===== src/rtl/bcsh_pkg.sv =====
// ----------------------------------------------------------------------------
// Bit crusher sample-and-hold package
// Shared widths, register indexes, reset values, the lane control struct and
// the round-and-saturate helper used by the lanes.
// ----------------------------------------------------------------------------
`default_nettype none

package bcsh_pkg;

   // Default channel count of the top level.
   localparam int CHANNELS_DEF = 2;

   // Field and register widths.
   localparam int SAMPLE_W = 24;
   localparam int LEVELS_W = 24;
   localparam int INV_W    = 25;
   localparam int STEP_W   = 26;
   localparam int GAIN_W   = 16;

   // Configuration port.
   localparam int CSR_ADDR_W = 2;
   localparam int CSR_DATA_W = 26;

   localparam logic [CSR_ADDR_W-1:0] REG_QUANT_LEVELS = 2'd0;
   localparam logic [CSR_ADDR_W-1:0] REG_INV_LEVELS   = 2'd1;
   localparam logic [CSR_ADDR_W-1:0] REG_HOLD_STEP    = 2'd2;
   localparam logic [CSR_ADDR_W-1:0] REG_OUT_GAIN     = 2'd3;

   // Register reset values.
   localparam logic [LEVELS_W-1:0] QUANT_LEVELS_RST = 24'd16776960;
   localparam logic [INV_W-1:0]    INV_LEVELS_RST   = 25'd256;
   localparam logic [STEP_W-1:0]   HOLD_STEP_RST    = 26'd65536;
   localparam logic [GAIN_W-1:0]   OUT_GAIN_RST     = 16'd16384;

   // One frame in the 10.16 hold counter.
   localparam logic [STEP_W-1:0] ONE_FRAME = 26'd65536;

   // Serial multiplier geometry: A is added in parallel, B is shifted out
   // one bit per cycle.
   localparam int MUL_A_W   = 25;
   localparam int MUL_B_W   = 24;
   localparam int MUL_P_W   = MUL_A_W + MUL_B_W;
   localparam int MUL_CNT_W = 5;

   // Number of multiplier bits consumed by each product.
   localparam logic [MUL_CNT_W-1:0] STEPS_LEVEL = 5'd24;
   localparam logic [MUL_CNT_W-1:0] STEPS_INV   = 5'd17;
   localparam logic [MUL_CNT_W-1:0] STEPS_GAIN  = 5'd16;

   // Saturation limits of a Q1.23 value.
   localparam logic [SAMPLE_W-1:0] SAT_POS = 24'h7FFFFF;
   localparam logic [SAMPLE_W-1:0] SAT_NEG = 24'h800000;

   // Control from the top level to every lane.
   typedef struct packed {
      logic start;
      logic refresh;
      logic ack;
   } lane_ctl_type;

   // Rounds a magnitude half away from zero, applies the sign and saturates
   // to Q1.23. The magnitude is given as the bits kept after the shift (hi),
   // the first bit shifted out (rbit) and an overflow flag for any kept bit
   // at or above 2^23.
   function automatic logic [SAMPLE_W-1:0] sat_round(
      input logic                ovf,
      input logic [SAMPLE_W-2:0] hi,
      input logic                rbit,
      input logic                neg
   );
      logic [SAMPLE_W-1:0] mag;
      logic [SAMPLE_W-1:0] res;
      mag = {1'b0, hi} + {{(SAMPLE_W-1){1'b0}}, rbit};
      if (ovf) begin
         res = neg ? SAT_NEG : SAT_POS;
      end else if (!neg && mag[SAMPLE_W-1]) begin
         res = SAT_POS;
      end else if (neg) begin
         res = ~mag + 1'b1;
      end else begin
         res = mag;
      end
      return res;
   endfunction

endpackage

`default_nettype wire


===== src/rtl/bit_crusher_sample_hold.sv =====
// One frame is in work at a time: a new frame is accepted only once the lanes have
// handed the last result to the output register. Each lane's bit-serial multiplier
// runs the level, reciprocal and gain products when the held values refresh, and
// only the gain product when they do not.
// The next frame is accepted while a finished result waits in the output register.
// Reset (synchronous) clears the hold counter and held values and loads register defaults.
// ----------------------------------------------------------------------------
// Bit crusher with sample-and-hold
// Quantizes each channel of a frame to the configured level count on every
// hold step, then applies the output gain with saturation.
// ----------------------------------------------------------------------------
`default_nettype none

module bit_crusher_sample_hold import bcsh_pkg::*; #(
   parameter int CHANNELS = CHANNELS_DEF
) (
   input  wire logic                           clock,
   input  wire logic                           reset,
   input  wire logic                           req_tvalid,
   output logic                                req_tready,
   // left_in, right_in, ... (one 24-bit sample per channel, from bit 0 up)
   input  wire logic [CHANNELS*SAMPLE_W-1:0]   req_tdata,
   output logic                                rsp_tvalid,
   input  wire logic                           rsp_tready,
   // left_out, right_out, ... (one 24-bit value per channel, from bit 0 up)
   output logic [CHANNELS*SAMPLE_W-1:0]        rsp_tdata,
   input  wire logic                           csr_wen,
   input  wire logic [CSR_ADDR_W-1:0]          csr_addr,
   input  wire logic [CSR_DATA_W-1:0]          csr_wdata
);

   logic [LEVELS_W-1:0] quant_levels_ff, quant_levels_in;
   logic [INV_W-1:0]    inv_levels_ff, inv_levels_in;
   logic [STEP_W-1:0]   hold_step_ff, hold_step_in;
   logic [GAIN_W-1:0]   out_gain_ff, out_gain_in;

   logic [STEP_W-1:0]   hold_count_ff, hold_count_in;
   logic                busy_ff, busy_in;
   logic                rsp_tvalid_ff, rsp_tvalid_in;
   logic [CHANNELS*SAMPLE_W-1:0] rsp_tdata_ff, rsp_tdata_in;

   logic                accept;
   logic                ack;
   logic [STEP_W-1:0]   step_eff;
   logic [STEP_W:0]     hold_sum;
   logic [STEP_W+1:0]   hold_diff;
   logic                refresh;
   lane_ctl_type        lane_ctl;
   logic [CHANNELS-1:0] lane_done;
   logic [CHANNELS*SAMPLE_W-1:0] lane_result;

   // Configuration register writes.
   always_comb begin
      quant_levels_in = quant_levels_ff;
      inv_levels_in   = inv_levels_ff;
      hold_step_in    = hold_step_ff;
      out_gain_in     = out_gain_ff;
      if (csr_wen) begin
         unique case (csr_addr)
            REG_QUANT_LEVELS: quant_levels_in = csr_wdata[LEVELS_W-1:0];
            REG_INV_LEVELS:   inv_levels_in   = csr_wdata[INV_W-1:0];
            REG_HOLD_STEP:    hold_step_in    = csr_wdata[STEP_W-1:0];
            REG_OUT_GAIN:     out_gain_in     = csr_wdata[GAIN_W-1:0];
            default: begin
            end
         endcase
      end
   end

   // Hold counter: gain one frame, refresh and wrap when the step is reached.
   assign step_eff  = (hold_step_ff < ONE_FRAME) ? ONE_FRAME : hold_step_ff;
   assign hold_sum  = {1'b0, hold_count_ff} + {1'b0, ONE_FRAME};
   assign hold_diff = {1'b0, hold_sum} - {2'b00, step_eff};
   assign refresh   = !hold_diff[STEP_W+1];

   always_comb begin
      hold_count_in = hold_count_ff;
      if (accept) begin
         hold_count_in = refresh ? hold_diff[STEP_W-1:0] : hold_sum[STEP_W-1:0];
      end
   end

   // Handshake: one frame in the lanes, one result in the output register.
   assign accept = req_tvalid && req_tready;
   assign ack    = busy_ff && (&lane_done) && (!rsp_tvalid_ff || rsp_tready);

   always_comb begin
      busy_in       = busy_ff;
      rsp_tvalid_in = rsp_tvalid_ff;
      rsp_tdata_in  = rsp_tdata_ff;
      if (accept) begin
         busy_in = 1'b1;
      end else if (ack) begin
         busy_in = 1'b0;
      end
      if (ack) begin
         rsp_tvalid_in = 1'b1;
         rsp_tdata_in  = lane_result;
      end else if (rsp_tready) begin
         rsp_tvalid_in = 1'b0;
      end
   end

   assign lane_ctl.start   = accept;
   assign lane_ctl.refresh = refresh;
   assign lane_ctl.ack     = ack;

   // One lane per channel, all running in lockstep.
   for (genvar c = 0; c < CHANNELS; c++) begin : g_lane
      bcsh_lane u_lane (
         .clock        (clock),
         .reset        (reset),
         .ctl          (lane_ctl),
         .sample       (req_tdata[c*SAMPLE_W +: SAMPLE_W]),
         .quant_levels (quant_levels_ff),
         .inv_levels   (inv_levels_ff),
         .out_gain     (out_gain_ff),
         .done         (lane_done[c]),
         .result       (lane_result[c*SAMPLE_W +: SAMPLE_W])
      );
   end

   always_ff @(posedge clock) begin
      if (reset) begin
         quant_levels_ff <= QUANT_LEVELS_RST;
         inv_levels_ff   <= INV_LEVELS_RST;
         hold_step_ff    <= HOLD_STEP_RST;
         out_gain_ff     <= OUT_GAIN_RST;
         hold_count_ff   <= '0;
         busy_ff         <= 1'b0;
         rsp_tvalid_ff   <= 1'b0;
      end else begin
         quant_levels_ff <= quant_levels_in;
         inv_levels_ff   <= inv_levels_in;
         hold_step_ff    <= hold_step_in;
         out_gain_ff     <= out_gain_in;
         hold_count_ff   <= hold_count_in;
         busy_ff         <= busy_in;
         rsp_tvalid_ff   <= rsp_tvalid_in;
      end
   end

   always_ff @(posedge clock) begin
      rsp_tdata_ff <= rsp_tdata_in;
   end

   assign req_tready = !busy_ff;
   assign rsp_tvalid = rsp_tvalid_ff;
   assign rsp_tdata  = rsp_tdata_ff;

   // The lanes share one schedule, so they finish together.
   assert property (@(posedge clock) disable iff (reset)
      (|lane_done) |-> (&lane_done))
      else $error("lanes finished out of step");

   // A finished lane always belongs to a frame in work.
   assert property (@(posedge clock) disable iff (reset)
      (|lane_done) |-> busy_ff)
      else $error("lane result without a frame in work");

   // A waiting result is never overwritten by the next one.
   assert property (@(posedge clock) disable iff (reset)
      (rsp_tvalid_ff && !rsp_tready) |-> !ack)
      else $error("output register overwritten");

   // A new frame never starts while lanes still hold a result.
   assert property (@(posedge clock) disable iff (reset)
      accept |-> !(|lane_done))
      else $error("frame accepted over an unread lane result");

endmodule

`default_nettype wire


===== src/rtl/bcsh_smul.sv =====
// ----------------------------------------------------------------------------
// Bit crusher serial multiplier
// Unsigned shift-and-add multiplier: one bit of B per cycle, LSB first, with
// the partial product shifted right through the same register as B.
// ----------------------------------------------------------------------------
`default_nettype none

module bcsh_smul import bcsh_pkg::*; (
   input  wire logic                 clock,
   input  wire logic                 reset,
   input  wire logic                 start,
   input  wire logic [MUL_A_W-1:0]   a,
   input  wire logic [MUL_B_W-1:0]   b,
   input  wire logic [MUL_CNT_W-1:0] steps,
   output logic                      done,
   output logic [MUL_P_W-1:0]        product
);

   logic [MUL_A_W-1:0]   a_ff, a_in;
   logic [MUL_P_W-1:0]   p_ff, p_in;
   logic [MUL_CNT_W-1:0] cnt_ff, cnt_in;
   logic                 run_ff, run_in;
   logic                 done_ff, done_in;
   logic [MUL_A_W:0]     partial;

   // Add A into the upper half when the current multiplier bit is set.
   assign partial = {1'b0, p_ff[MUL_P_W-1:MUL_B_W]} +
                    (p_ff[0] ? {1'b0, a_ff} : {(MUL_A_W+1){1'b0}});

   // Load on start, then one shift-add step per cycle.
   always_comb begin
      a_in    = a_ff;
      p_in    = p_ff;
      cnt_in  = cnt_ff;
      run_in  = run_ff;
      done_in = 1'b0;
      if (start) begin
         a_in   = a;
         p_in   = {{MUL_A_W{1'b0}}, b};
         cnt_in = steps;
         run_in = 1'b1;
      end else if (run_ff) begin
         p_in   = {partial, p_ff[MUL_B_W-1:1]};
         cnt_in = cnt_ff - 1'b1;
         if (cnt_ff == MUL_CNT_W'(1)) begin
            run_in  = 1'b0;
            done_in = 1'b1;
         end
      end
   end

   always_ff @(posedge clock) begin
      if (reset) begin
         run_ff  <= 1'b0;
         done_ff <= 1'b0;
         cnt_ff  <= '0;
      end else begin
         run_ff  <= run_in;
         done_ff <= done_in;
         cnt_ff  <= cnt_in;
      end
   end

   always_ff @(posedge clock) begin
      a_ff <= a_in;
      p_ff <= p_in;
   end

   assign done    = done_ff;
   assign product = p_ff;

endmodule

`default_nettype wire


===== src/rtl/bcsh_lane.sv =====
// ----------------------------------------------------------------------------
// Bit crusher channel lane
// Holds one channel's value and sequences its serial multiplier through the
// quantize and rescale products on a refresh, then the gain product.
// ----------------------------------------------------------------------------
`default_nettype none

module bcsh_lane import bcsh_pkg::*; (
   input  wire logic                clock,
   input  wire logic                reset,
   input  wire lane_ctl_type        ctl,
   input  wire logic [SAMPLE_W-1:0] sample,
   input  wire logic [LEVELS_W-1:0] quant_levels,
   input  wire logic [INV_W-1:0]    inv_levels,
   input  wire logic [GAIN_W-1:0]   out_gain,
   output logic                     done,
   output logic [SAMPLE_W-1:0]      result
);

   localparam logic [2:0] ST_IDLE  = 3'd0;
   localparam logic [2:0] ST_MUL1  = 3'd1;
   localparam logic [2:0] ST_MUL2  = 3'd2;
   localparam logic [2:0] ST_LOAD3 = 3'd3;
   localparam logic [2:0] ST_MUL3  = 3'd4;
   localparam logic [2:0] ST_DONE  = 3'd5;

   logic [2:0]           state_ff, state_in;
   logic                 neg_ff, neg_in;
   logic [SAMPLE_W-1:0]  held_ff, held_in;
   logic [SAMPLE_W-1:0]  result_ff, result_in;

   logic                 mul_start;
   logic [MUL_A_W-1:0]   mul_a;
   logic [MUL_B_W-1:0]   mul_b;
   logic [MUL_CNT_W-1:0] mul_steps;
   logic                 mul_done;
   logic [MUL_P_W-1:0]   p;

   logic [SAMPLE_W-1:0]  sample_mag;
   logic [SAMPLE_W-1:0]  held_mag;
   logic [16:0]          q_mag;
   logic [SAMPLE_W-1:0]  held_new;
   logic [SAMPLE_W-1:0]  out_new;

   bcsh_smul u_smul (
      .clock   (clock),
      .reset   (reset),
      .start   (mul_start),
      .a       (mul_a),
      .b       (mul_b),
      .steps   (mul_steps),
      .done    (mul_done),
      .product (p)
   );

   // Magnitudes of the signed sample and of the held value.
   assign sample_mag = sample[SAMPLE_W-1] ? (~sample + 1'b1) : sample;
   assign held_mag   = held_ff[SAMPLE_W-1] ? (~held_ff + 1'b1) : held_ff;

   // Level: product is exact, divide by 2^31 with rounding.
   assign q_mag = p[47:31] + {16'd0, p[30]};

   // Held: the 17-step product sits 7 bits up; divide by 2 with rounding.
   assign held_new = sat_round(|p[48:31], p[30:8], p[7], neg_ff);

   // Output: the 16-step product sits 8 bits up; divide by 2^14 with rounding.
   assign out_new = sat_round(|p[48:45], p[44:22], p[21], held_ff[SAMPLE_W-1]);

   // Sequencer.
   always_comb begin
      state_in  = state_ff;
      neg_in    = neg_ff;
      held_in   = held_ff;
      result_in = result_ff;
      mul_start = 1'b0;
      mul_a     = {1'b0, quant_levels};
      mul_b     = sample_mag;
      mul_steps = STEPS_LEVEL;
      unique case (state_ff)
         ST_IDLE: begin
            if (ctl.start) begin
               neg_in = sample[SAMPLE_W-1];
               if (ctl.refresh) begin
                  mul_start = 1'b1;
                  state_in  = ST_MUL1;
               end else begin
                  state_in = ST_LOAD3;
               end
            end
         end
         ST_MUL1: begin
            mul_a     = inv_levels;
            mul_b     = {7'd0, q_mag};
            mul_steps = STEPS_INV;
            if (mul_done) begin
               mul_start = 1'b1;
               state_in  = ST_MUL2;
            end
         end
         ST_MUL2: begin
            if (mul_done) begin
               held_in  = held_new;
               state_in = ST_LOAD3;
            end
         end
         ST_LOAD3: begin
            mul_a     = {1'b0, held_mag};
            mul_b     = {8'd0, out_gain};
            mul_steps = STEPS_GAIN;
            mul_start = 1'b1;
            state_in  = ST_MUL3;
         end
         ST_MUL3: begin
            if (mul_done) begin
               result_in = out_new;
               state_in  = ST_DONE;
            end
         end
         ST_DONE: begin
            if (ctl.ack) begin
               state_in = ST_IDLE;
            end
         end
         default: begin
            state_in = ST_IDLE;
         end
      endcase
   end

   always_ff @(posedge clock) begin
      if (reset) begin
         state_ff <= ST_IDLE;
         held_ff  <= '0;
      end else begin
         state_ff <= state_in;
         held_ff  <= held_in;
      end
   end

   always_ff @(posedge clock) begin
      neg_ff    <= neg_in;
      result_ff <= result_in;
   end

   assign done   = (state_ff == ST_DONE);
   assign result = result_ff;

endmodule

`default_nettype wire


===== config.mk =====
export PLATFORM = sky130hd
export DESIGN_NAME = bit_crusher_sample_hold
export DESIGN_NICKNAME = d
export VERILOG_FILES = /design/src/rtl/bcsh_pkg.sv /design/src/rtl/bit_crusher_sample_hold.sv /design/src/rtl/bcsh_smul.sv /design/src/rtl/bcsh_lane.sv
export SDC_FILE = /design/constraint.sdc
export NUM_CORES = 1
export LEC_CHECK = 0
export BUFFER_PORTS_ARGS = -buffer_cell sky130_fd_sc_hd__buf_2
export CAP_MARGIN = 20
export CORE_ASPECT_RATIO = 0.9
export CORE_UTILIZATION = 65
export DETAILED_ROUTE_END_ITERATION = 8
export HOLD_SLACK_MARGIN = 0.03
export PLACE_DENSITY = 0.81
export SLEW_MARGIN = 15
export SYNTH_ARGS = -nofsm -noshare
export SYNTH_HDL_FRONTEND = slang
export SYNTH_SLANG_ARGS = --single-unit

===== constraint.sdc =====
create_clock -name clock -period 6.41 [get_ports clock]
set_clock_uncertainty 0.1 [all_clocks]
set_input_delay 1.282 -clock clock [delete_from_list [all_inputs] [get_ports clock]]
set_output_delay 1.282 -clock clock [all_outputs]
set_load 0.05 [all_outputs]

==> flow_metrics.env <==
export IMPL_hpwl_um=63100
export IMPL_min_to="rsp_tdata[32]"
export IMPL_hold_buffers=0
export IMPL_rows=73
export IMPL_synth_area_leaders="edfxtp_1 (20%), dfxtp_1 (16%), nand2_1 (7.1%)"
export IMPL_maxCapViolCount=0
export IMPL_startpoint="hold_step_ff[19]"
export IMPL_die_h_um=203
export IMPL_slew_violations=0
export IMPL_totalWireLength_um=85900
export IMPL_power_leakage_nw=11.9
export IMPL_h_tree_depth=2
export IMPL_clk_pin_slew_ns=0.06
export IMPL_io_pins=131
export IMPL_numCtsBuffers=46
export IMPL_slowest_stage="nand3_1"
export IMPL_cts_setup_buffers=0
export IMPL_synth_top_area_cell="edfxtp_1"
export IMPL_drive_gt1_share_pct=9.25
export IMPL_synth_top_cells_by_count="nand2_1 (551), a21oi_1 (274), o21ai_0 (271), nor2_1 (269), dfxtp_1 (237)"
export IMPL_grt_pass1_vias=23900
export IMPL_rr_startpoint="hold_step_ff[19]"
export IMPL_ys_flop_type="dfxtp_1"
export IMPL_fin_crit_sh_pct=88.9
export IMPL_ys_ff_latch=433
export IMPL_whs_ns=0.318
export IMPL_clock_sinks=433
export IMPL_cts_tree="done"
export IMPL_synth_top_cell_area_share_pct=20.1
export IMPL_place_congestion=1.01
export IMPL_syn2layout_area_growth_pct=7.65
export IMPL_clockBufferDepth=3
export IMPL_antenna_found_initial=4
export IMPL_p_per_area_mw_per_mm2=450
export IMPL_core_mm2=0.0443
export IMPL_reg2reg_slack_ns=0.71
export IMPL_worstHoldStart="g_lane[1].u_lane.result[8]"
export IMPL_postCtsResizedCells=0
export IMPL_overflow=0
export IMPL_path_delay_family="simple AND/OR/NAND/NOR gates"
export IMPL_nNetsFinal=3696
export IMPL_drt_iter0_markers=3709
export IMPL_regToRegEndpoint="g_lane[0].u_lane.u_smul.a_ff[11]"
export IMPL_peakVddDrop_mv=0.418
export IMPL_route_detailed_vias_per_inst=6.43
export IMPL_grtUsageTotal_pct=36.5
export IMPL_critPathMaxStageDelay_ns=0.63
export IMPL_vias=26700
export IMPL_syn_inst=3540
export IMPL_fin_setup_tns_ns=0
export IMPL_synth_edf_count=196
export IMPL_critPathKind="reg2reg"
export IMPL_yosys_warnings=0
export IMPL_tightest_slew_ns=1.11
export IMPL_relSlewSlack_pct=25.5
export IMPL_run_status="completed"
export IMPL_place_area_mm2=0.0299
export IMPL_yosysMostFrequentCell="nand2_1"
export IMPL_finalHoldViolations=0
export IMPL_grt_max_degree=168
export IMPL_drcViolationCount=0
export IMPL_rsz0062_at_grt="no"
export IMPL_grt_pass1_wl_um=131000
export IMPL_initial_core_util_pct=66.0
export IMPL_worstSetupStartpointType="flip-flop"
export IMPL_ys_seq_area_share_pct=36.4
export IMPL_async_reset_ff_share_pct=0
export IMPL_cp_arrival_ns=5.81
export IMPL_final_area_mm2=0.0315
export IMPL_firstDrtPassIters=5
export IMPL_min_path_type="reg2reg"
export IMPL_synth_avg_cell_area_um2=8.26
export IMPL_crit_path_end_kind="flip-flop"
export IMPL_die_w_um=226
export IMPL_yosysUniqueCellTypes=103
export IMPL_worst_r2r_cell_count=14
export IMPL_synth_nets=3727
export IMPL_setup_viol=0
export IMPL_min_path_cells=0
export IMPL_worstPathRequired_ns=6.53
export IMPL_die_area_mm2=0.0458
export IMPL_max_freq_mhz=176
export IMPL_period_needed_ns=5.70
export IMPL_crit_chain="nor4_1, nand3_1, and2_1, ha_1, nand2b_1, a21oi_1, nor4_1, or4_4, a21oi_4, o21ai_1, buf_4, and2_1, inv_2, buf_4"
export IMPL_clock_root_buffer="clkbuf_16"
export IMPL_antenna_left=0
export IMPL_crit_buf_inv=3
export IMPL_synth_area_mm2=0.0292
export IMPL_drt_wirelength_per_cell_um=20.7
export IMPL_io_buffers=130
export IMPL_crit_fanout=49
export IMPL_clk_latency_ns=0.60
-- registers in the layout, summed over array words and instances, names as in the netlist, 2 cells and up --
name,count
g_lane.u_lane.u_smul.cnt_ff,10
g_lane.u_lane.result,48
g_lane.u_lane.neg_ff,2
g_lane.u_lane.held_ff,48
g_lane.u_lane.u_smul.a_ff,50
rsp_tdata,48
inv_levels_ff,25
g_lane.u_lane.u_smul.run_ff,2
g_lane.u_lane.u_smul.product,98
quant_levels_ff,24
hold_count_ff,26
out_gain_ff,16
g_lane.u_lane.state_ff,6
g_lane.u_lane.u_smul.done,2
hold_step_ff,26
-- cells by family after synthesis --
| family | after synthesis | share of synthesized area, % |
|---|---|---|
| simple gates | 1392 | 23.5 |
| compound gates | 921 | 19.6 |
| flops | 433 | 36.4 |
| buf+inv | 319 | 4.55 |
| xor+xnor | 303 | 9.08 |
| fa+ha+maj | 106 | 4.61 |
| mux | 66 | 2.28 |
-- cells in the final DEF, fill, tap and decap left out, types with 36 or more instances in the layout --
master | synthesis | layout
nand2_1 | 551 | 551
a21oi_1 | 274 | 274
o21ai_0 | 271 | 271
nor2_1 | 269 | 269
dfxtp_1 | 237 | 233
edfxtp_1 | 196 | 196
xor2_1 | 157 | 157
xnor2_1 | 146 | 146
buf_2 | 41 | 131
nand3_1 | 111 | 111
ha_1 | 103 | 103
and2_1 | 73 | 73
inv_1 | 73 | 72
mux2i_1 | 61 | 61
nor3_1 | 61 | 61
a21o_1 | 58 | 58
clkbuf_16 | 0 | 50
nand4_1 | 46 | 46
and3_1 | 38 | 38
a211oi_1 | 38 | 38
nor4_1 | 37 | 36
o211ai_1 | 36 | 36
-- layer usage --
layer  vias up  global-route usage (%)  wire length, µm
met5         -                       0               11
met4         2                    12.8             2740
met3       166                    5.66             8590
met2      1284                    54.6            37300
met1     12600                    53.5            37200
li1      12700                       -                -
-- metrics by stage --
| step | util (%) | cells | total power (W) | setup WS [ns] |
|---|---|---|---|---|
| after CTS | 71.0 | 4145 | 0.0140 | 0.775 |
| after global placement | 67.5 | 4058 | 0.0110 | 1.03 |
| after floorplan | - | 3540 | 0.00952 | 2.39 |
| after detailed placement | 67.5 | 4059 | 0.0112 | 0.786 |
| after global routing | 71.0 | 4149 | 0.0150 | 0.194 |
| final | 71.0 | 4151 | 0.0142 | 0.714 |
-- power breakdown --
part	total, W	internal, W	switching, W
registers	0.00456	0.00369	0.000866
logic	0.00684	0.00258	0.00427
clock network	0.00276	0.00160	0.00117
-- how the worst max path moves through the flow --
stage | end | slack [ns] | cells after the start
4_1_cts | g_lane[0].u_lane.u_smul.product[19] | 0.78 | 13
6_report | g_lane[0].u_lane.u_smul.a_ff[11] | 0.71 | 14
3_5_place_dp | g_lane[0].u_lane.u_smul.product[21] | 0.79 | 13
5_1_grt | g_lane[0].u_lane.u_smul.product[19] | 0.19 | 13
3_3_place_gp | g_lane[0].u_lane.u_smul.a_ff[14] | 1.03 | 14
2_1_floorplan | g_lane[1].u_lane.u_smul.product[0] | 2.39 | 15
-- area by class of cell --
| cell class | count | area (µm²) |
|---|---|---|
| diodes | 4 | 10.0 |
| clock buffers | 62 | 1340 |
| clock inverters | 24 | 223 |
| fillers | 3486 | 12800 |
| inverters | 78 | 294 |
| multi-input cells | 2788 | 17300 |
| flip-flops and latches | 433 | 10600 |
| well taps | 600 | 751 |
| repair buffers | 162 | 901 |
No activity file was read; power rests on OpenSTA's default activity.
